**config.mk**
```make
export PLATFORM = sky130hd
export DESIGN_NAME = psg_tone_noise_envelope_voice
export DESIGN_NICKNAME = d
export VERILOG_FILES = /design/src/rtl/core/psg_pkg.sv /design/src/rtl/core/psg_env.sv /design/src/rtl/core/psg_tone_noise_envelope_voice.sv
export SDC_FILE = /design/constraint.sdc
export NUM_CORES = 1
export LEC_CHECK = 0
export BUFFER_PORTS_ARGS = -buffer_cell sky130_fd_sc_hd__buf_2
export CAP_MARGIN = 20
export CORE_ASPECT_RATIO = 0.9
export CORE_MARGIN = 1
export CORE_UTILIZATION = 25
export CTS_CLUSTER_SIZE = 24
export DETAILED_ROUTE_END_ITERATION = 10
export PLACE_DENSITY = 0.42
export SYNTH_ARGS = -nofsm -noshare
export SYNTH_HDL_FRONTEND = slang
export SYNTH_SLANG_ARGS = --single-unit
```
**constraint.sdc**
```tcl
create_clock -name i_clk -period 13.4 [get_ports i_clk]
set_input_delay 2.01 -clock i_clk [delete_from_list [all_inputs] [get_ports i_clk]]
set_output_delay 2.01 -clock i_clk [all_outputs]
set_load 0.05 [all_outputs]
```
**src/rtl/core/psg_pkg.sv**
```systemverilog
// Shared definitions for the three-channel sound generator voice.
// Register map codes, item opcodes, volume table and the envelope control word.
// No dependencies.
`timescale 1ns / 1ps

package psg_pkg;

    // item opcodes
    localparam logic OP_WRITE = 1'b0;
    localparam logic OP_TICK  = 1'b1;

    // register map
    localparam logic [3:0] REG_NOISE_PER = 4'd6;
    localparam logic [3:0] REG_MIXER     = 4'd7;
    localparam logic [3:0] REG_VOL_A     = 4'd8;
    localparam logic [3:0] REG_ENV_LO    = 4'd11;
    localparam logic [3:0] REG_ENV_HI    = 4'd12;
    localparam logic [3:0] REG_ENV_SHAPE = 4'd13;

    localparam int NUM_REGS  = 16;
    localparam int NUM_TONES = 3;

    // envelope shape bits
    localparam int SHAPE_HOLD   = 0;
    localparam int SHAPE_ALT    = 1;
    localparam int SHAPE_ATTACK = 2;
    localparam int SHAPE_CONT   = 3;

    localparam logic [3:0] LEVEL_MAX = 4'hf;
    localparam logic [3:0] LEVEL_MIN = 4'h0;

    // control word from the voice to the envelope unit
    typedef struct packed {
        logic        tick;
        logic        restart;
        logic        restart_attack;
        logic [3:0]  shape;
        logic [15:0] period;
    } t_env_ctrl;

    // logarithmic volume curve, 4-bit level to 6-bit amplitude
    function automatic logic [5:0] vol_lookup(input logic [3:0] level);
        logic [5:0] v;
        case (level)
            4'd0:    v = 6'd0;
            4'd1:    v = 6'd1;
            4'd2:    v = 6'd2;
            4'd3:    v = 6'd3;
            4'd4:    v = 6'd4;
            4'd5:    v = 6'd5;
            4'd6:    v = 6'd7;
            4'd7:    v = 6'd10;
            4'd8:    v = 6'd13;
            4'd9:    v = 6'd18;
            4'd10:   v = 6'd24;
            4'd11:   v = 6'd30;
            4'd12:   v = 6'd36;
            4'd13:   v = 6'd40;
            4'd14:   v = 6'd42;
            4'd15:   v = 6'd42;
            default: v = 6'd0;
        endcase
        return v;
    endfunction

endpackage

```
**src/rtl/core/psg_env.sv**
```systemverilog
// Envelope generator: period divider, 16-step ramp, attack/alternate/hold logic.
// Depends on psg_pkg (t_env_ctrl, shape bit positions, level limits).
`timescale 1ns / 1ps

module psg_env import psg_pkg::*; (
    input  logic       i_clk,
    input  logic       i_rst_n,
    input  t_env_ctrl  i_ctrl,
    output logic [3:0] o_level
);

    logic [20:0] r_count;
    logic [4:0]  r_step;
    logic        r_attack;
    logic [3:0]  r_level;

    logic [20:0] n_count;
    logic [4:0]  n_step;
    logic        n_attack;
    logic [3:0]  n_level;

    logic [15:0] per;
    logic [20:0] cnt_inc;
    logic        fire;

    // zero period counts as one; divider compares against period * 32
    assign per     = (i_ctrl.period == 16'd0) ? 16'd1 : i_ctrl.period;
    assign cnt_inc = r_count + 21'd1;
    assign fire    = (cnt_inc >= {per, 5'b00000});

    // next state
    always_comb begin
        n_count  = r_count;
        n_step   = r_step;
        n_attack = r_attack;
        n_level  = r_level;
        if (i_ctrl.restart) begin
            n_count  = 21'd0;
            n_step   = 5'd0;
            n_attack = i_ctrl.restart_attack;
            n_level  = i_ctrl.restart_attack ? LEVEL_MIN : LEVEL_MAX;
        end else if (i_ctrl.tick) begin
            if (fire) begin
                n_count = 21'd0;
                if (!r_step[4]) begin
                    // ramp in progress
                    n_level = r_attack ? r_step[3:0] : ~r_step[3:0];
                    n_step  = r_step + 5'd1;
                end else if (!i_ctrl.shape[SHAPE_CONT]) begin
                    n_level = LEVEL_MIN;
                end else if (i_ctrl.shape[SHAPE_HOLD]) begin
                    n_level = (r_attack ^ i_ctrl.shape[SHAPE_ALT]) ? LEVEL_MAX : LEVEL_MIN;
                end else begin
                    // repeat, flipping direction when alternating
                    n_attack = r_attack ^ i_ctrl.shape[SHAPE_ALT];
                    n_step   = 5'd0;
                    n_level  = n_attack ? LEVEL_MIN : LEVEL_MAX;
                end
            end else begin
                n_count = cnt_inc;
            end
        end
    end

    always_ff @(posedge i_clk) begin
        if (!i_rst_n) begin
            r_count  <= 21'd0;
            r_step   <= 5'd0;
            r_attack <= 1'b0;
            r_level  <= 4'd0;
        end else begin
            r_count  <= n_count;
            r_step   <= n_step;
            r_attack <= n_attack;
            r_level  <= n_level;
        end
    end

    assign o_level = n_level;

endmodule

```
**src/rtl/core/psg_tone_noise_envelope_voice.sv**
```systemverilog
// Top level of the three-channel sound generator voice.
// Depends on psg_pkg and psg_env.
`timescale 1ns / 1ps

// Each input word is either a register write (opcode 0) or one generator tick
// (opcode 1); every word yields exactly one output word carrying the mixed
// amplitude (0..126) after that word has taken effect. The block takes one
// word per clock whenever the output side is not stalled: a word is held in
// the input register until it can advance, and the state update plus volume
// mix are then registered into the output register. Writing register 13
// restarts the envelope.
module psg_tone_noise_envelope_voice import psg_pkg::*; (
    input  logic       i_clk,
    input  logic       i_rst_n,
    input  logic       i_valid,
    output logic       o_stall,
    input  logic       i_opcode,
    input  logic [3:0] i_reg_index,
    input  logic [7:0] i_write_data,
    output logic       o_valid,
    input  logic       i_stall,
    output logic [6:0] o_amplitude
);

    // input register
    logic       r_in_valid;
    logic       r_in_op;
    logic [3:0] r_in_idx;
    logic [7:0] r_in_data;

    // output register
    logic       r_out_valid;
    logic [6:0] r_out_amp;

    // generator state
    logic [7:0]  r_regs [NUM_REGS];
    logic [11:0] r_tone_count [NUM_TONES];
    logic [2:0]  r_tone_level;
    logic [5:0]  r_noise_count;
    logic [16:0] r_noise_shift;
    logic        r_noise_level;

    logic [7:0]  n_regs [NUM_REGS];
    logic [11:0] n_tone_count [NUM_TONES];
    logic [2:0]  n_tone_level;
    logic [5:0]  n_noise_count;
    logic [16:0] n_noise_shift;
    logic        n_noise_level;
    logic [6:0]  n_amp;

    logic        advance;
    logic        in_accept;
    logic        is_tick;
    logic        is_write;
    t_env_ctrl   env_ctrl;
    logic [3:0]  env_level;

    // handshake: a word moves on when the output register is free or draining
    assign advance   = r_in_valid && (!r_out_valid || !i_stall);
    assign o_stall   = r_in_valid && !advance;
    assign in_accept = i_valid && !o_stall;
    assign is_tick   = advance && (r_in_op == OP_TICK);
    assign is_write  = advance && (r_in_op == OP_WRITE);

    always_ff @(posedge i_clk) begin
        if (!i_rst_n) begin
            r_in_valid <= 1'b0;
        end else if (in_accept) begin
            r_in_valid <= 1'b1;
        end else if (advance) begin
            r_in_valid <= 1'b0;
        end
    end

    always_ff @(posedge i_clk) begin
        if (in_accept) begin
            r_in_op   <= i_opcode;
            r_in_idx  <= i_reg_index;
            r_in_data <= i_write_data;
        end
    end

    // register file writes
    always_comb begin
        for (int r = 0; r < NUM_REGS; r++) begin
            n_regs[r] = r_regs[r];
        end
        if (is_write) begin
            n_regs[r_in_idx] = r_in_data;
        end
    end

    // tone dividers, one per channel
    always_comb begin
        logic [11:0] inc;
        logic [11:0] per;
        for (int c = 0; c < NUM_TONES; c++) begin
            n_tone_count[c] = r_tone_count[c];
            n_tone_level[c] = r_tone_level[c];
            inc = r_tone_count[c] + 12'd1;
            per = {r_regs[2*c+1][3:0], r_regs[2*c]};
            if (per == 12'd0) begin
                per = 12'd1;
            end
            if (is_tick) begin
                if (inc >= per) begin
                    n_tone_count[c] = 12'd0;
                    n_tone_level[c] = ~r_tone_level[c];
                end else begin
                    n_tone_count[c] = inc;
                end
            end
        end
    end

    // noise divider and 17-bit LFSR
    always_comb begin
        logic [5:0] inc;
        logic [4:0] per;
        n_noise_count = r_noise_count;
        n_noise_shift = r_noise_shift;
        n_noise_level = r_noise_level;
        inc = r_noise_count + 6'd1;
        per = r_regs[REG_NOISE_PER][4:0];
        if (per == 5'd0) begin
            per = 5'd1;
        end
        if (is_tick) begin
            if (inc >= {per, 1'b0}) begin
                n_noise_count = 6'd0;
                n_noise_shift = {r_noise_shift[0] ^ r_noise_shift[3], r_noise_shift[16:1]};
                n_noise_level = r_noise_shift[1];
            end else begin
                n_noise_count = inc;
            end
        end
    end

    // envelope unit
    always_comb begin
        env_ctrl.tick           = is_tick;
        env_ctrl.restart        = is_write && (r_in_idx == REG_ENV_SHAPE);
        env_ctrl.restart_attack = r_in_data[SHAPE_ATTACK];
        env_ctrl.shape          = r_regs[REG_ENV_SHAPE][3:0];
        env_ctrl.period         = {r_regs[REG_ENV_HI], r_regs[REG_ENV_LO]};
    end

    psg_env u_env (
        .i_clk   (i_clk),
        .i_rst_n (i_rst_n),
        .i_ctrl  (env_ctrl),
        .o_level (env_level)
    );

    // gating and volume mix on the updated state
    always_comb begin
        logic       tone_ok;
        logic       noise_ok;
        logic [7:0] vr;
        logic [3:0] lvl;
        n_amp = 7'd0;
        for (int c = 0; c < NUM_TONES; c++) begin
            tone_ok  = n_regs[REG_MIXER][c] | n_tone_level[c];
            noise_ok = n_regs[REG_MIXER][c+3] | n_noise_level;
            vr       = n_regs[REG_VOL_A + 4'(c)];
            lvl      = vr[4] ? env_level : vr[3:0];
            if (tone_ok && noise_ok) begin
                n_amp = n_amp + {1'b0, vol_lookup(lvl)};
            end
        end
    end

    // state registers
    always_ff @(posedge i_clk) begin
        if (!i_rst_n) begin
            for (int r = 0; r < NUM_REGS; r++) begin
                r_regs[r] <= 8'd0;
            end
            for (int c = 0; c < NUM_TONES; c++) begin
                r_tone_count[c] <= 12'd0;
            end
            r_tone_level  <= 3'd0;
            r_noise_count <= 6'd0;
            r_noise_shift <= 17'd1;
            r_noise_level <= 1'b0;
        end else begin
            for (int r = 0; r < NUM_REGS; r++) begin
                r_regs[r] <= n_regs[r];
            end
            for (int c = 0; c < NUM_TONES; c++) begin
                r_tone_count[c] <= n_tone_count[c];
            end
            r_tone_level  <= n_tone_level;
            r_noise_count <= n_noise_count;
            r_noise_shift <= n_noise_shift;
            r_noise_level <= n_noise_level;
        end
    end

    // output register
    always_ff @(posedge i_clk) begin
        if (!i_rst_n) begin
            r_out_valid <= 1'b0;
        end else if (advance) begin
            r_out_valid <= 1'b1;
        end else if (!i_stall) begin
            r_out_valid <= 1'b0;
        end
    end

    always_ff @(posedge i_clk) begin
        if (advance) begin
            r_out_amp <= n_amp;
        end
    end

    assign o_valid     = r_out_valid;
    assign o_amplitude = r_out_amp;

endmodule

```
==> metrics.txt, run 1 <==
outcome=finished clean; Bufs on Longest Clock Path=2; clk sink count=197; post-synthesis sequential area ratio=35.8%; setup TNS=0 ns; postcts setup bufs=0; most frequent CP cell=ha_1; core footprint=45600 um^2; Flop pwr share=49.5%; Via density=4.67; most frequent cells in the layout=dfxtp_1 (177), nor2_1 (167), nand2_1 (124); Final Hold Fails=0; largest net degree at the start of global routing=85; Initial DRC Count=551; CP endpoint kind=flip-flop; Worst Skew=0.0149 ns; crit-path max cell delay=0.59 ns; pre-CTS setup slack=5.39 ns; Syn. warnings=0; slew at the pin with the worst max-slew slack=0.965 ns; Area contributors post-synth=dfxtp_1 (31%), ha_1 (9.7%), mux2i_1 (6.6%), nor2_1 (5.4%), edfxtp_1 (5.2%); Main synth FF type=dfxtp_1; Initial Util=25.4%; Setup CP Type=reg2reg; Post-DP HPWL=21300 um; Net Sw Power=0.303 mW; Final ANT Viol Nets=0; PostCTS Resize Cnt=0; nets@finish=1480; Pins Over Slew Limit=0; CTS H-Tree Depth=4; Placer Congestion=0.773; IO Count=26; Buf/Inv on CP=2; first-pass iteration count of the detailed router=6; fraction of layout cells with a size suffix above 1=7.37%; CTS root buffer=clkbuf_16; PortBufs=25; Clk Latency, worst-skew pair=0.46 ns; min-delay worst type=reg2reg; minimum clock period=8.07 ns; Yosys reg bits=197; cell count after synthesis=1380; Worst slew margin=35.5%; Die Wd=229 um; cts bufs inserted=17; RSZ-0062 raised after global routing=false; Int Pwr=0.923 mW; row count=74; final setup vio count=0; max cap viols=0; commonest non-fill, non-tap cell in the layout=dfxtp_1; filler cell count=4953; Avg Cell Area, Syn=8.39 um^2; synth unique cells=73; hold_buf cts=0; n_diodes=0; Reg clk slew, reported paths=0.07 ns; Setup WS post-layout=5.33 ns; PwrDens=94.8 nW/um^2; r2r setup slk=5.33 ns; EDFF count, synth=20; Final Cycle Share=60.2%; P&R area growth vs syn=11.7%; DRC=0; combinational fraction of design power=5.5%; initial antenna violation count=0; crit path launch type=flip-flop; cell type contributing the most total cell area after synthesis=dfxtp_1; Congestion Overflow GR=0; Clock power frac=45.0%; CP delay by family, top=compound AO/OA/AOI/OAI gates; Vias=9299; GR Util All Layers=13.5%; synthesized cell area=11600 um^2; vias in the first global route=8937; Die H=206 um; Switching Fraction=24.7%; post-synth net total=1489; first-pass GRT wire length=49800 um; crit path DAT=8.27 ns; Critical-path top delay cell=a211o_1; area fraction of the dominant cell type after synthesis=30.6%; FMAX=124 MHz; routed len/inst=15.4 um; die area=47200 um^2; Final Routed Wirelength=30700 um; crit-path max FO=20; Async SR Flop Fraction=0%; worst vdd ir=0.101 mV; CTS tree=yes; Leak=5.17 nW; WP data required=13.60 ns
[power groups by stage]
stage | registers (mW) | logic (mW) | clock network, mW
2_1_floorplan | 0.620 | 0.0426 | 0
3_3_place_gp | 0.621 | 0.0685 | 0
3_5_place_dp | 0.621 | 0.0682 | 0
4_1_cts | 0.607 | 0.0686 | 0.570
5_1_grt | 0.608 | 0.0748 | 0.591
6_report | 0.607 | 0.0672 | 0.551
[final cells by class]
class | instances | area, um^2 | area share [%]
inverter | 73 | 277 | 2.14
clock inverter | 13 | 154 | 1.19
multi-input combinational | 1045 | 6930 | 53.6
timing repair buffer | 37 | 215 | 1.66
clock buffer | 19 | 454 | 3.51
tap | 608 | 761 | 5.88
sequential | 197 | 4140 | 32.0
[kinds of logic (layout without fill, tap and decap cells)]
kind of cell             Yosys count  after routing  share of synthesized area, %
AND/OR/NAND/NOR                  526            526                          21.8
AO/OA/AOI/OAI                    267            267                          14.5
flip-flops                       197            197                          35.8
buffers and inverters            138            142                          4.50
adder cells (fa/ha/maj)           92             92                          10.1
multiplexers                      87             87                          7.64
XOR/XNOR                          73             73                          5.64
[metal layers]
| layer | part of all wire [%] | vias up | track usage, % |
|---|---|---|---|
| met3 | 2.5 | 14 | 2.68 |
| met4 | 0.83 | 0 | 3.02 |
| li1 | - | 4821 | - |
| met1 | 53 | 4361 | 19.0 |
| met5 | 0 | - | 0 |
| met2 | 44 | 103 | 21.0 |
[metrics by stage]
| step | cell area (um^2) | total power, mW | util (%) | hold WS, ns | instances |
|---|---|---|---|---|---|
| finish | 12900 | 1.23 | 28.4 | 0.461 | 1992 |
| global route | 12900 | 1.27 | 28.4 | 0.484 | 1992 |
| CTS | 12900 | 1.25 | 28.4 | 0.465 | 1992 |
| detailed placement | 12300 | 0.689 | 27.1 | 0.454 | 1960 |
| global placement | 12300 | 0.689 | 27.1 | 0.448 | 1960 |
| floorplan | 11600 | 0.663 | - | 0.436 | 1380 |
[worst min-delay path, stage by stage, from the launching register on]
cell     delay (ns)
dfxtp_1        0.31
nand2_1        0.05
a21oi_1        0.05
[cell usage after synthesis, drive strengths merged (3+ instances only)]
cell	number
a211o	4
a211oi	6
a21o	15
a21oi	113
a22o	3
a22oi	6
a2bb2oi	6
a31o	4
a41o	3
and2	9
and3	37
and4	3
buf	7
clkbuf	58
dfxtp	177
edfxtp	20
ha	90
inv	72
mux2	11
mux2i	76
nand2	125
nand2b	14
nand3	58
nand3b	29
nand4	14
nor2	167
nor2b	13
nor3	21
nor4	16
o211ai	3
o21a	6
o21ai	61
o21bai	3
o22ai	6
o31ai	3
or2	5
or3	10
xnor2	25
xor2	47
[worst paths after layout]
| check | start | endpoint | cells past startpoint |
|---|---|---|---|
| worst max-delay path | u_env.r_count[0] | o_amplitude[6] | 35 |
| worst min-delay path | flip-flop | flip-flop | 2 |
| worst max register to register | u_env.r_count[0] | o_amplitude[6] | 35 |
| worst min register to register | flip-flop | flip-flop | 2 |
Note: power is estimated with default switching activity, not from simulation.
==> inputs of run 2 (changes only) <==
ABC_AREA = 1   (was unset)
clock period = 8.2 ns   (was 13.4 ns; I/O delays follow)
==> metrics.txt, run 2 <==
outcome=finished clean; most frequent cell after synthesis=nand2_1; Via density=4.44 (-4.8%); Buf/Inv on CP=3 (+1); Leak=5.35 nW (+3.5%); post-synth net total=1564 (+5.0%); die area=44800 um^2 (-5.0%); hold endpoint=r_noise_shift[16]; Setup CP Type=reg2reg; Flop pwr share=50.2% (+0.7 points); Compound-Gate Fraction of Synth Area=16.7% (+2.2 points); Bufs on Longest Clock Path=2 (unchanged); clk sink count=197 (unchanged); hold_sp=r_noise_shift[16]; Final Hold Fails=0 (unchanged); Worst Skew=0.00970 ns (-0.00524 ns); Final Cycle Share=88.9% (+29 points); cts bufs inserted=17 (unchanged); Syn. warnings=0 (unchanged); PostCTS Resize Cnt=0 (unchanged); Initial DRC Count=442 (-20%); first-pass GRT wire length=45500 um (-8.6%); minimum clock period=7.29 ns (-0.776 ns); crit-path max FO=7 (-65%); Final ANT Viol Nets=0 (unchanged); Critical-path top delay cell=o21ai_0; n_diodes=0 (unchanged); Die H=201 um (-2.5%); cell count after synthesis=1455 (+5.4%); core footprint=43200 um^2 (-5.3%); Reg clk slew, reported paths=0.09 ns (+0.02 ns); crit-path max cell delay=0.55 ns (-0.04 ns); CP delay by family, top=simple AND/OR/NAND/NOR gates; simple-gate share of the synthesized area=22.0% (+0.22 points); commonest non-fill, non-tap cell in the layout=nand2_1; Die Wd=223 um (-2.5%); Area contributors post-synth=dfxtp_1 (32%), ha_1 (10%), nand2_1 (8.8%), a21oi_1 (7.7%), inv_1 (5.8%); Clock power frac=43.9% (-1.1 points); Initial Util=25.5% (+0.057 points); Main synth FF type=dfxtp_1; FMAX=137 MHz (+11%); final setup vio count=0 (unchanged); Worst Setup SP=u_env.r_count[0]; Vias=9023 (-3.0%); Placer Congestion=0.786 (+1.7%); area fraction of the dominant cell type after synthesis=32.2% (+1.6 points); r2r setup slk=0.91 ns (-4.42 ns); RSZ-0062 raised after global routing=false; EDFF count, synth=20 (unchanged); crit path launch type=flip-flop; GR Util All Layers=12.8% (-0.63 points); synthesized cell area=11000 um^2 (-5.1%); postcts setup bufs=0 (unchanged); post-synthesis sequential area ratio=37.7% (+1.9 points); Finished Core Util=28.5% (+0.14 points); setup TNS=0 ns (unchanged); IO Count=26 (unchanged); RR Startpoint=u_env.r_count[0]; CTS tree=yes; reg2reg path depth=41 (+17%); most frequent cells in the layout=nand2_1 (256), dfxtp_1 (177), inv_1 (169), a21oi_1 (169), nor2_1 (147); initial antenna violation count=1 (+1); Clk Latency, worst-skew pair=0.46 ns (about the same); Avg Cell Area, Syn=7.55 um^2 (-10%); P&R area growth vs syn=12.0%; worst vdd ir=0.124 mV (+22%); vias in the first global route=8744 (-2.2%); PwrDens=162 nW/um^2 (+71%); Synth Area in Adders=10.6% (+0.54 points); synth unique cells=56 (-23%); combinational fraction of design power=5.9% (+0.4 points); most frequent CP cell=nand3_1; PortBufs=25 (unchanged); Synth top cells by count=nand2_1 (257), dfxtp_1 (177), inv_1 (170); largest net degree at the start of global routing=81 (-4.7%); slew at the pin with the worst max-slew slack=0.889 ns (-0.0758 ns); Final Routed Wirelength=27400 um (-11%); CTS root buffer=clkbuf_16; Int Pwr=1.44 mW (+56%); first-pass iteration count of the detailed router=5 (-1); Congestion Overflow GR=0 (unchanged); Synth Area in XOR/XNOR=4.93% (-0.71 points); Yosys reg bits=197 (unchanged); max cap viols=0 (unchanged); Net Sw Power=0.558 mW (+84%); DRC=0 (unchanged); Worst slew margin=40.5% (+5.0 points); row count=72 (-2.7%); CTS H-Tree Depth=4 (unchanged); Async SR Flop Fraction=0% (unchanged); min-delay worst type=reg2reg; nets@finish=1572 (+6.2%); routed len/inst=13.5 um (-13%); Post-DP HPWL=19800 um (-7.0%); Switching Fraction=28.0% (+3.3 points); CP endpoint kind=flip-flop; Hold Path Depth=2 (unchanged); post-synthesis mux area share=0.182% (-7.5 points); cell type contributing the most total cell area after synthesis=dfxtp_1; largest family of logic cells by synthesized area=simple AND/OR/NAND/NOR gates; fraction of layout cells with a size suffix above 1=8.88% (+1.5 points); crit path DAT=7.51 ns (-0.76 ns); hold_buf cts=0 (unchanged); Pins Over Slew Limit=0 (unchanged); Reg2Reg Capture Point=o_amplitude[5]; WP data required=8.42 ns (-5.18 ns)
## run 2: layout make-up
| class | instances | area [um^2] |
|---|---|---|
| Clock buffer | 17 | 425 |
| Clock inverter | 15 | 184 |
| Fill cell | 4651 | 30800 |
| Inverter | 182 | 686 |
| Multi-Input combinational cell | 1031 | 5980 |
| Sequential cell | 197 | 4140 |
| Tap cell | 555 | 694 |
| Timing Repair Buffer | 34 | 193 |
## run 2: worst max path at each step
stage	slack (ns)	depth (start not counted)	to
2_1_floorplan	1.77	43	o_amplitude[5]
3_3_place_gp	1.04	43	o_amplitude[5]
3_5_place_dp	0.90	41	o_amplitude[5]
4_1_cts	0.85	41	o_amplitude[5]
5_1_grt	0.06	41	o_amplitude[5]
6_report	0.91	41	o_amplitude[5]
## run 2: layer usage
layer / share of wire, % / global-route usage (%)
met1: 53 / 17.9
met2: 44 / 20.0
met4: 1.3 / 3.97
met5: 0 / 0
met3: 2.4 / 2.30
## run 2: cells by family (layout without fill, tap and decap cells)
logic type / count (synthesis) / after routing
AO/OA/AOI/OAI: 331 / 331
XOR/XNOR: 61 / 61
adder cells (fa/ha/maj): 92 / 92
buffers and inverters: 227 / 248
flip-flops: 197 / 197
multiplexers: 2 / 2
AND/OR/NAND/NOR: 545 / 545
## run 2: worst reg2reg max path: cells and delay by family (launching register included)
family	cells	cell delay (ns)
and+or+nand+nor	22	2.76
buffers and inverters	3	0.29
xor gates and xnor gates	3	0.52
AOI/OAI and AO/OA	7	1.31
DFF	1	0.41
adders and majority gates	6	1.75
## run 2: power by group through the flow
stage                     combinational [mW]  sequential [mW]  clock [mW]
after global placement                 0.120             1.03           0
after CTS                              0.120             1.00       0.913
final                                  0.118             1.00       0.876
after global routing                   0.134             1.01       0.950
after floorplan                       0.0787             1.02           0
after detailed placement               0.120             1.03           0
## run 2: through the flow
stage                     std cells  setup WS [ns]  area, um^2  total power [mW]  hold WS [ns]
final                          2031          0.907       12300              2.00         0.463
after global routing           2031         0.0613       12300              2.09         0.489
after CTS                      2031          0.848       12300              2.04         0.468
after detailed placement       1999          0.902       11700              1.15         0.455
after global placement         1999           1.04       11700              1.15         0.452
after floorplan                1455           1.77       11000              1.10         0.442
